==> config.mk <==
export PLATFORM = sky130hd
export DESIGN_NAME = secure_element_packet_framer_core_flat
export DESIGN_NICKNAME = d
export VERILOG_FILES = /design/src/rtl/core/sepf_pkg.sv /design/src/rtl/core/sepf_if.sv /design/src/rtl/core/secure_element_packet_framer_core.sv /design/src/flat_wrapper.sv
export SDC_FILE = /design/constraint.sdc
export NUM_CORES = 1
export LEC_CHECK = 0
export BUFFER_PORTS_ARGS = -buffer_cell sky130_fd_sc_hd__buf_2
export CAP_MARGIN = 30
export CORE_MARGIN = 10
export CORE_UTILIZATION = 40
export CTS_BUF_LIST = sky130_fd_sc_hd__clkbuf_4 sky130_fd_sc_hd__clkbuf_8
export CTS_CLUSTER_SIZE = 30
export DETAILED_ROUTE_END_ITERATION = 10
export PLACE_DENSITY = 0.61
export SYNTH_ARGS = -nofsm -noshare
export SYNTH_HDL_FRONTEND = slang
export SYNTH_SLANG_ARGS = --single-unit
==> constraint.sdc <==
create_clock -name i_clk -period 12.9 [get_ports i_clk]
set_clock_uncertainty 0.2 [all_clocks]
set_input_delay 1.29 -clock i_clk [delete_from_list [all_inputs] [get_ports i_clk]]
set_output_delay 1.29 -clock i_clk [all_outputs]
set_load 0.1 [all_outputs]
==> src/rtl/core/sepf_pkg.sv <==
// Package: codes, result word type and CRC-16 byte update for the packet framer.
`timescale 1ns / 1ps

package sepf_pkg;

    localparam logic [1:0] FUNC_START_CMD = 2'd0;
    localparam logic [1:0] FUNC_CMD_DATA  = 2'd1;
    localparam logic [1:0] FUNC_START_RSP = 2'd2;
    localparam logic [1:0] FUNC_RSP_BYTE  = 2'd3;

    localparam logic [1:0] KIND_TX     = 2'd0;
    localparam logic [1:0] KIND_RSP    = 2'd1;
    localparam logic [1:0] KIND_STATUS = 2'd2;

    localparam logic [1:0] STATUS_OK        = 2'd0;
    localparam logic [1:0] STATUS_COUNT_ERR = 2'd1;
    localparam logic [1:0] STATUS_CRC_ERR   = 2'd2;

    localparam logic [15:0] CRC_POLY      = 16'h8005;
    localparam logic [7:0]  WORD_ADDR_CMD = 8'h03;
    localparam logic [7:0]  CMD_OVERHEAD  = 8'd7;
    localparam logic [7:0]  RSP_OVERHEAD  = 8'd3;

    localparam int RES_DEPTH = 8;

    typedef struct packed {
        logic [1:0] kind;
        logic [7:0] out_byte;
        logic [1:0] status;
        logic       last;
    } t_result;

    // one byte, LSB first
    function automatic logic [15:0] crc_feed(input logic [15:0] crc, input logic [7:0] b);
        logic [15:0] c;
        c = crc;
        for (int k = 0; k < 8; k++) begin
            if (b[k] != c[15]) begin
                c = {c[14:0], 1'b0} ^ CRC_POLY;
            end else begin
                c = {c[14:0], 1'b0};
            end
        end
        return c;
    endfunction

endpackage

==> src/rtl/core/sepf_if.sv <==
// Interfaces: request and result channels of the packet framer.
`timescale 1ns / 1ps

interface sepf_req_if;
    logic        valid;
    logic        ready;
    logic [1:0]  func;
    logic [7:0]  opcode;
    logic [7:0]  param_one;
    logic [15:0] param_two;
    logic [6:0]  data_len;
    logic [6:0]  resp_len;
    logic [7:0]  in_byte;

    modport source (output valid, func, opcode, param_one, param_two, data_len, resp_len,
                    in_byte, input ready);
    modport sink   (input valid, func, opcode, param_one, param_two, data_len, resp_len,
                    in_byte, output ready);
endinterface

interface sepf_res_if;
    logic       valid;
    logic       ready;
    logic [1:0] kind;
    logic [7:0] out_byte;
    logic [1:0] status;
    logic       last;

    modport source (output valid, kind, out_byte, status, last, input ready);
    modport sink   (input valid, kind, out_byte, status, last, output ready);
endinterface

==> src/rtl/core/secure_element_packet_framer_core.sv <==
// Top level: command packet framer with CRC-16 and response checker.
//
//   channel  dir  modport  words
//   i_req    in   sink     func, opcode, param_one, param_two, data_len, resp_len, in_byte
//   o_res    out  source   kind, out_byte, status, last
//
// A request word is decoded in the cycle it is accepted; its results (0 to 8) go to a
// result buffer that drains one word per cycle while o_res.ready is high. A word with one
// result or none is taken every cycle unless o_res.ready stalls; a start command holds the
// input while its 6 or 8 head bytes drain, a closing data word while its 3 bytes drain.
// i_req.ready rises in the cycle the last buffered result is taken.
// i_rst_n (synchronous, active low) clears the CRC, counters and buffer state.
`timescale 1ns / 1ps

module secure_element_packet_framer_core
    import sepf_pkg::*;
#(
    parameter int MAX_DATA = 64
) (
    input  logic       i_clk,
    input  logic       i_rst_n,
    sepf_req_if.sink   i_req,
    sepf_res_if.source o_res
);

    logic [15:0] r_crc, n_crc;
    logic [6:0]  r_tx_rem, n_tx_rem;
    logic [6:0]  r_rx_exp, n_rx_exp;
    logic [6:0]  r_rx_pos, n_rx_pos;
    logic [7:0]  r_rx_cnt_byte, n_rx_cnt_byte;
    logic [7:0]  r_rx_crc_lo, n_rx_crc_lo;
    logic        r_rx_busy, n_rx_busy;

    t_result     r_buf [RES_DEPTH];
    t_result     n_res [RES_DEPTH];
    logic [3:0]  r_cnt, r_idx, n_num;

    logic        in_fire, out_fire, buf_empty, buf_final;
    logic [7:0]  count_b, p2_lo, p2_hi;
    logic [15:0] crc_c, crc_o, crc_p, crc_l, crc_h, crc_d, rx_got;
    logic [6:0]  tx_dec;
    t_result     cur;

    assign buf_empty = (r_idx == r_cnt);
    assign buf_final = (r_idx + 4'd1 == r_cnt);
    assign cur       = r_buf[r_idx[2:0]];

    assign o_res.valid    = !buf_empty;
    assign o_res.kind     = cur.kind;
    assign o_res.out_byte = cur.out_byte;
    assign o_res.status   = cur.status;
    assign o_res.last     = cur.last;

    assign i_req.ready = buf_empty || (buf_final && o_res.ready);
    assign in_fire     = i_req.valid && i_req.ready;
    assign out_fire    = o_res.valid && o_res.ready;

    // command head CRC, per-byte CRC update and received CRC word
    assign count_b = CMD_OVERHEAD + {1'b0, i_req.data_len};
    assign p2_lo   = i_req.param_two[7:0];
    assign p2_hi   = i_req.param_two[15:8];
    assign crc_c   = crc_feed(16'h0000, count_b);
    assign crc_o   = crc_feed(crc_c, i_req.opcode);
    assign crc_p   = crc_feed(crc_o, i_req.param_one);
    assign crc_l   = crc_feed(crc_p, p2_lo);
    assign crc_h   = crc_feed(crc_l, p2_hi);
    assign crc_d   = crc_feed(r_crc, i_req.in_byte);
    assign tx_dec  = r_tx_rem - 7'd1;
    assign rx_got  = {i_req.in_byte, r_rx_crc_lo};

    always_comb begin
        n_crc         = r_crc;
        n_tx_rem      = r_tx_rem;
        n_rx_exp      = r_rx_exp;
        n_rx_pos      = r_rx_pos;
        n_rx_cnt_byte = r_rx_cnt_byte;
        n_rx_crc_lo   = r_rx_crc_lo;
        n_rx_busy     = r_rx_busy;
        n_num         = 4'd0;
        for (int k = 0; k < RES_DEPTH; k++) begin
            n_res[k] = '{kind: KIND_TX, out_byte: 8'h00, status: STATUS_OK, last: 1'b0};
        end
        unique case (i_req.func)
            FUNC_START_CMD: begin
                if ({25'd0, i_req.data_len} <= MAX_DATA) begin
                    n_rx_busy = 1'b0;
                    n_crc     = crc_h;
                    n_tx_rem  = i_req.data_len;
                    n_res[0].out_byte = WORD_ADDR_CMD;
                    n_res[1].out_byte = count_b;
                    n_res[2].out_byte = i_req.opcode;
                    n_res[3].out_byte = i_req.param_one;
                    n_res[4].out_byte = p2_lo;
                    n_res[5].out_byte = p2_hi;
                    n_num = 4'd6;
                    if (i_req.data_len == 7'd0) begin
                        n_res[6].out_byte = crc_h[7:0];
                        n_res[7].out_byte = crc_h[15:8];
                        n_res[7].last     = 1'b1;
                        n_num = 4'd8;
                    end
                end
            end
            FUNC_CMD_DATA: begin
                if (r_tx_rem != 7'd0) begin
                    n_crc    = crc_d;
                    n_tx_rem = tx_dec;
                    n_res[0].out_byte = i_req.in_byte;
                    n_num = 4'd1;
                    if (tx_dec == 7'd0) begin
                        n_res[1].out_byte = crc_d[7:0];
                        n_res[2].out_byte = crc_d[15:8];
                        n_res[2].last     = 1'b1;
                        n_num = 4'd3;
                    end
                end
            end
            FUNC_START_RSP: begin
                if ({25'd0, i_req.resp_len} <= MAX_DATA) begin
                    n_tx_rem      = 7'd0;
                    n_crc         = 16'h0000;
                    n_rx_exp      = i_req.resp_len;
                    n_rx_pos      = 7'd0;
                    n_rx_cnt_byte = 8'h00;
                    n_rx_crc_lo   = 8'h00;
                    n_rx_busy     = 1'b1;
                end
            end
            FUNC_RSP_BYTE: begin
                if (r_rx_busy) begin
                    n_rx_pos = r_rx_pos + 7'd1;
                    priority if (r_rx_pos == 7'd0) begin
                        n_rx_cnt_byte = i_req.in_byte;
                        n_crc         = crc_d;
                    end else if (r_rx_pos <= r_rx_exp) begin
                        n_crc = crc_d;
                        n_res[0].kind     = KIND_RSP;
                        n_res[0].out_byte = i_req.in_byte;
                        n_num = 4'd1;
                    end else if (r_rx_pos == r_rx_exp + 7'd1) begin
                        n_rx_crc_lo = i_req.in_byte;
                    end else begin
                        n_res[0].kind = KIND_STATUS;
                        n_res[0].last = 1'b1;
                        if (r_rx_cnt_byte != {1'b0, r_rx_exp} + RSP_OVERHEAD) begin
                            n_res[0].status = STATUS_COUNT_ERR;
                        end else if (rx_got != r_crc) begin
                            n_res[0].status = STATUS_CRC_ERR;
                        end
                        n_num     = 4'd1;
                        n_rx_busy = 1'b0;
                        n_rx_pos  = 7'd0;
                    end
                end
            end
            default: ;
        endcase
    end

    always_ff @(posedge i_clk) begin
        if (!i_rst_n) begin
            r_crc         <= 16'h0000;
            r_tx_rem      <= 7'd0;
            r_rx_exp      <= 7'd0;
            r_rx_pos      <= 7'd0;
            r_rx_cnt_byte <= 8'h00;
            r_rx_crc_lo   <= 8'h00;
            r_rx_busy     <= 1'b0;
            r_cnt         <= 4'd0;
            r_idx         <= 4'd0;
        end else begin
            if (in_fire) begin
                r_crc         <= n_crc;
                r_tx_rem      <= n_tx_rem;
                r_rx_exp      <= n_rx_exp;
                r_rx_pos      <= n_rx_pos;
                r_rx_cnt_byte <= n_rx_cnt_byte;
                r_rx_crc_lo   <= n_rx_crc_lo;
                r_rx_busy     <= n_rx_busy;
            end
            if (in_fire && n_num != 4'd0) begin
                r_cnt <= n_num;
                r_idx <= 4'd0;
            end else if (out_fire) begin
                r_idx <= r_idx + 4'd1;
            end
        end
    end

    always_ff @(posedge i_clk) begin
        if (in_fire && n_num != 4'd0) begin
            for (int k = 0; k < RES_DEPTH; k++) begin
                r_buf[k] <= n_res[k];
            end
        end
    end

endmodule

==> src/flat_wrapper.sv <==
// flat-port wrapper written by rule: the top's interface ports become plain ports
module secure_element_packet_framer_core_flat import sepf_pkg::*;
#(
    parameter int MAX_DATA = 64
)
  (i_clk, i_rst_n, i_req_valid, i_req_func, i_req_opcode, i_req_param_one, i_req_param_two, i_req_data_len, i_req_resp_len, i_req_in_byte, i_req_ready, o_res_valid, o_res_kind, o_res_out_byte, o_res_status, o_res_last, o_res_ready);
  sepf_req_if i_req_i ();
  sepf_res_if o_res_i ();
  input  logic i_clk;
  input  logic i_rst_n;
  input wire logic [$bits(i_req_i.valid)-1:0] i_req_valid;
  input wire logic [$bits(i_req_i.func)-1:0] i_req_func;
  input wire logic [$bits(i_req_i.opcode)-1:0] i_req_opcode;
  input wire logic [$bits(i_req_i.param_one)-1:0] i_req_param_one;
  input wire logic [$bits(i_req_i.param_two)-1:0] i_req_param_two;
  input wire logic [$bits(i_req_i.data_len)-1:0] i_req_data_len;
  input wire logic [$bits(i_req_i.resp_len)-1:0] i_req_resp_len;
  input wire logic [$bits(i_req_i.in_byte)-1:0] i_req_in_byte;
  output wire logic [$bits(i_req_i.ready)-1:0] i_req_ready;
  output wire logic [$bits(o_res_i.valid)-1:0] o_res_valid;
  output wire logic [$bits(o_res_i.kind)-1:0] o_res_kind;
  output wire logic [$bits(o_res_i.out_byte)-1:0] o_res_out_byte;
  output wire logic [$bits(o_res_i.status)-1:0] o_res_status;
  output wire logic [$bits(o_res_i.last)-1:0] o_res_last;
  input wire logic [$bits(o_res_i.ready)-1:0] o_res_ready;
  assign i_req_i.valid = i_req_valid;
  assign i_req_i.func = i_req_func;
  assign i_req_i.opcode = i_req_opcode;
  assign i_req_i.param_one = i_req_param_one;
  assign i_req_i.param_two = i_req_param_two;
  assign i_req_i.data_len = i_req_data_len;
  assign i_req_i.resp_len = i_req_resp_len;
  assign i_req_i.in_byte = i_req_in_byte;
  assign i_req_ready = i_req_i.ready;
  assign o_res_valid = o_res_i.valid;
  assign o_res_kind = o_res_i.kind;
  assign o_res_out_byte = o_res_i.out_byte;
  assign o_res_status = o_res_i.status;
  assign o_res_last = o_res_i.last;
  assign o_res_i.ready = o_res_ready;
  secure_element_packet_framer_core #(.MAX_DATA(MAX_DATA)) u_core (.i_clk(i_clk), .i_rst_n(i_rst_n), .i_req(i_req_i), .o_res(o_res_i));
endmodule
Word-level counts from Yosys, hierarchy flattened
Memories as Yosys holds them, arrays and structs flattened. A register that Yosys moved wholly into a read port is not among the register bits.
Index checks and enable logic that the tools add are counted.

operators by class
  add/subtract/negate cells = 6
  reductions and logical operators = 23
  bitwise gates (word level) = 48
  eq/ne operators = 64
  mux-type cells = 133
  magnitude comparators = 3

operators by type and width
  cell                 number
  $mux 16              54
  $mux 8               27
  $not 3->3            47
  $pmux 16 s4          1
  $pmux 8 s2           4
  $mux 7               7
  $ne 1x1->1           47
  $mux 13              2
  $mux 4               6
  $pmux 8 s3           1
  $logic_not 7->1      3
  $pmux 7 s3           1
  $ne 16x16->1         1
  $mux 1               15
  $mux 3               5
  $add 7x1->7 const B  2
  $le 7x7->1 const B   2
  $mux 2               7
  $pmux 7 s2           1
  $ne 2x1->1 const B   6
  $pmux 4 s3           1
  $reduce_and 5->1     2
  $add 3x7->8 const A  1
  $add 7x2->8 const B  1
  other kinds (25)     33

word-level totals
  memories kept = 1
  RAM bits = 104
  output and inout port bits = 15
  logic and storage cells = 287
  input port bits = 60
  flip-flop bits (word level) = 62

memory list
  name          depth  width  read ports  clocked after Yosys merged registers in  wr ports  line                                     text
  u_core.r_buf  8      13     1           1                                        8         secure_element_packet_framer_core.sv:34  t_result r_buf [RES_DEPTH];

Depth between registers and ports, before layout
  word-level depth = 83
  depth in mapped cells = 13
  gate-level depth less buffers = 10

Worst setup path before layout
No wires, ideal clock.

  path type = input to register
  start = input o_res_ready
  end = register u_core.r_cnt[1]
  setup slack = 5.446 ns
  arrival time = 7.130 ns
  data required time = 12.576 ns
  cell stages on the path = 8
  path through = nand3b_1 -> o31ai_1 -> nand2_1 -> nor2_1 -> o31a_1 -> clkbuf_1 -> o221ai_1 -> o211a_1

on the way
  cells in the longest elaborated chain, start to end = 4

ends and longest elaborated chain
  item                  line                                      text
  start, declared       flat_wrapper.sv:25                        input wire logic [$bits(o_res_i.ready)-1:0] o_res_ready;
  $logic_and 1x1->1     secure_element_packet_framer_core.sv:54   assign i_req.ready = buf_empty || (buf_final && o_res.ready);
  $logic_or 1x1->1      secure_element_packet_framer_core.sv:54
  net i_req_ready       flat_wrapper.sv:19                        output wire logic [$bits(i_req_i.ready)-1:0] i_req_ready;
  $logic_and 1x1->1     secure_element_packet_framer_core.sv:55   assign in_fire = i_req.valid && i_req.ready;
  $logic_and 1x1->1     secure_element_packet_framer_core.sv:181  if (in_fire && n_num != 4'd0) begin
  end signal, assigned  secure_element_packet_framer_core.sv:182  r_cnt <= n_num;
  end, declared         secure_element_packet_framer_core.sv:36   logic [3:0] r_cnt, r_idx, n_num;

The timed path passes the listed nets, and every way through them passes these cells.
A chain may end at the register's enable or synchronous reset.

Final worst setup path
  start = input o_res_ready
  end = output i_req_ready

on the way
  cells in the longest elaborated chain, start to end = 2

ends and longest elaborated chain
  item               line
  $logic_and 1x1->1  secure_element_packet_framer_core.sv:54
  $logic_or 1x1->1   secure_element_packet_framer_core.sv:54
  end, declared      flat_wrapper.sv:19

No other way between the ends.

==> reports/results.ini <==
[outcome]
status = finished clean

[placed_design]
dp_cells = 1117
numPortBuffers = 74
place_ws_ns = 8.31
place_congestion = 0.923
placed_area_mm2 = 0.00897
dp_hpwl_um = 17500

[power_and_ir_drop]
power_mw = 1.31
power_leakage_nw = 3.76
peakVddDrop_uv = 68.1
p_per_area_mw_per_mm2 = 140

[floorplan]
start_util = 0.410
die_w_um = 165
dieArea_mm2 = 0.0271
dieHeight_um = 165
io_pins = 75
core_mm2 = 0.0204
rows = 52

[cts]
path_clk_slew_ns = 0.09
clkLatencyLatePin_ns = 0.47
htree_levels = 4
cts-root-buf = clkbuf_8
cts_tree = built
post_cts_buffers = 0
clk_path_buf_depth = 2
cts_buffers = 17
cts_resized = 0
clock-sinks = 135
holdBufCountCts = 0

[sta]
holdWs_ns = 0.295
max_freq_mhz = 232
hold_viol_final = 0
slew_viol_final = 0
fin_crit_sh = 0.334
relSlewSlack = 0.297
fin_ws_ns = 8.59
tightestPinTransition_ns = 1.05
rsz0062_at_grt = no
setup_viol = 0
min_period_ns = 4.31
setup_tns_ns = 0

[yosys]
netlist_area_mm2 = 0.00838
avgSynthCellArea_um2 = 10.4
ys_seq_area_frac = 0.406
synth_top_area_frac = 0.251
async_reset_ff_frac = 0
syn_inst = 808
ys_types = 65
syn-num-nets = 888
ys_seq_elements = 135
yosys.area.top_type = edfxtp_1
ys_warn_count = 0
synth_common_cells = xnor2_1 (99), nor2_1 (83), edfxtp_1 (70)
synth_top_flop_cell = edfxtp_1
yosysMostFrequentCell = xnor2_1
synth_edf_count = 70
synth_area_leaders = edfxtp_1 (25%), dfxtp_1 (16%), xnor2_1 (10%), xor2_1 (5.0%), mux4_2 (4.3%)

[grt]
antenna_found_initial = 3
grt_pass1_wl_um = 34600
grt_pass1_vias = 6017
grt_start_max_net_pins = 77
grt_usage = 0.167
grt_overflow = 0

[drt]
routed_wl_um = 22600
ant_nets = 0
first_pass_iters = 5
drt_iter0_drc = 383
routed_via_density = 5.36
drc = 0
vias = 6171
wl_per_cell_um = 19.6

[worst_setup_path]
crit_fanout = 4
required_ns = 11.41
critical_path_class = in2out
arrival_ns = 2.82
end_kind = primary output
cp-start-kind = primary input
rrSetupSlack_ns = 9.12
crit_slowest_cell = o31ai_1
crit_chain = buf_2 > nand3b_1 > o31ai_1 > buf_2
crit_top_cell = buf_2
max_stage_delay_ns = 0.76
reg2regPathDepth = 11

[hold_path]
hp-class = reg2reg
hold_path_depth = 2

[job]
cap_violations = 0

[final_layout]
area_growth_pct = 11.8
drive_gt1_frac = 0.172
stdcell_area_mm2 = 0.00937
multi_input_area_mm2 = 0.00469
final_cells = 1151
fill_cells = 1964
num-nets-final = 946
fin_util = 0.458
seq_area_mm2 = 0.00340

-- area by class of cell --
| class | instances | share of cell area |
|---|---|---|
| antenna | 2 | 0.000534 |
| clock buffer | 17 | 0.0250 |
| clock inverter | 15 | 0.0167 |
| inverter | 31 | 0.0124 |
| multi-input combinational | 600 | 0.501 |
| sequential | 135 | 0.363 |
| tap | 270 | 0.0361 |
| timing repair buffer | 81 | 0.0452 |
-- power breakdown --
| group | total (mW) | leakage (nW) | internal (mW) | switching (mW) |
|---|---|---|---|---|
| registers | 0.500 | 1.20 | 0.477 | 0.0229 |
| clock network | 0.346 | 0.193 | 0.145 | 0.201 |
| logic | 0.464 | 2.37 | 0.194 | 0.270 |
| total | 1.31 | 3.76 | 0.816 | 0.493 |
-- per-layer routing --
layer	wire length, µm	share of wire	track usage	vias up
met5	7	0.00031	0	-
met4	584	0.026	0.0664	2
met3	1360	0.060	0.0349	39
met2	10500	0.47	0.262	157
met1	10100	0.45	0.221	2968
li1	-	-	-	3005
-- state kept, by name (all words and copies together), names as in the netlist, named ones only --
signal / cells
u_core.r_crc: 16
u_core.r_rx_exp: 7
u_core.r_buf: 70
u_core.r_rx_busy: 1
u_core.r_rx_pos: 7
u_core.r_cnt: 4
u_core.r_tx_rem: 7
u_core.r_rx_crc_lo: 8
u_core.r_idx: 4
u_core.r_rx_cnt_byte: 8
-- critical path, delay by kind of cell --
kind,cells,cell delay [ns]
compound gates,1,0.76
simple gates,1,0.08
buf+inv,2,0.67
-- kinds of logic after synthesis --
logic type | after synthesis | share of synthesized area
AO/OA/AOI/OAI | 118 | 0.0962
AND/OR/NAND/NOR | 245 | 0.149
buffers and inverters | 73 | 0.0346
flip-flops | 135 | 0.406
multiplexers | 55 | 0.0908
XOR/XNOR | 162 | 0.193
adder cells (fa/ha/maj) | 20 | 0.0299
-- worst paths after layout --
path	from	to
max reg2reg	u_core.r_rx_exp[1]	u_core.r_cnt[1]
max	o_res_ready	i_req_ready
min reg2reg	u_core.r_cnt[0]	u_core.r_cnt[0]
min	u_core.r_cnt[0]	u_core.r_cnt[0]
-- cells in the final DEF (no fill, tap or decap), types with 5 or more instances in the layout --
master and count:
nand2_1 29, o21ai_0 19, nor2b_1 8, a22o_1 6, mux2_2 8, mux4_2 16, nand2b_1 9, inv_6 5
nor2_1 83, o31ai_1 5, buf_2 74, nand3_1 13, mux2i_1 31, a21oi_1 28, o22ai_1 13, and2_1 18
buf_4 7, a211oi_1 10, xor2_1 48, ha_1 20, inv_1 29, and3_1 35, clkbuf_8 17, xnor2_1 99
inv_8 5, edfxtp_1 70, or3_1 7, xnor3_1 8, nor4_1 5, nor3_1 15, nand3b_1 5, dfxtp_1 65
nand4_1 7
Power figures use the tool's default switching activity.
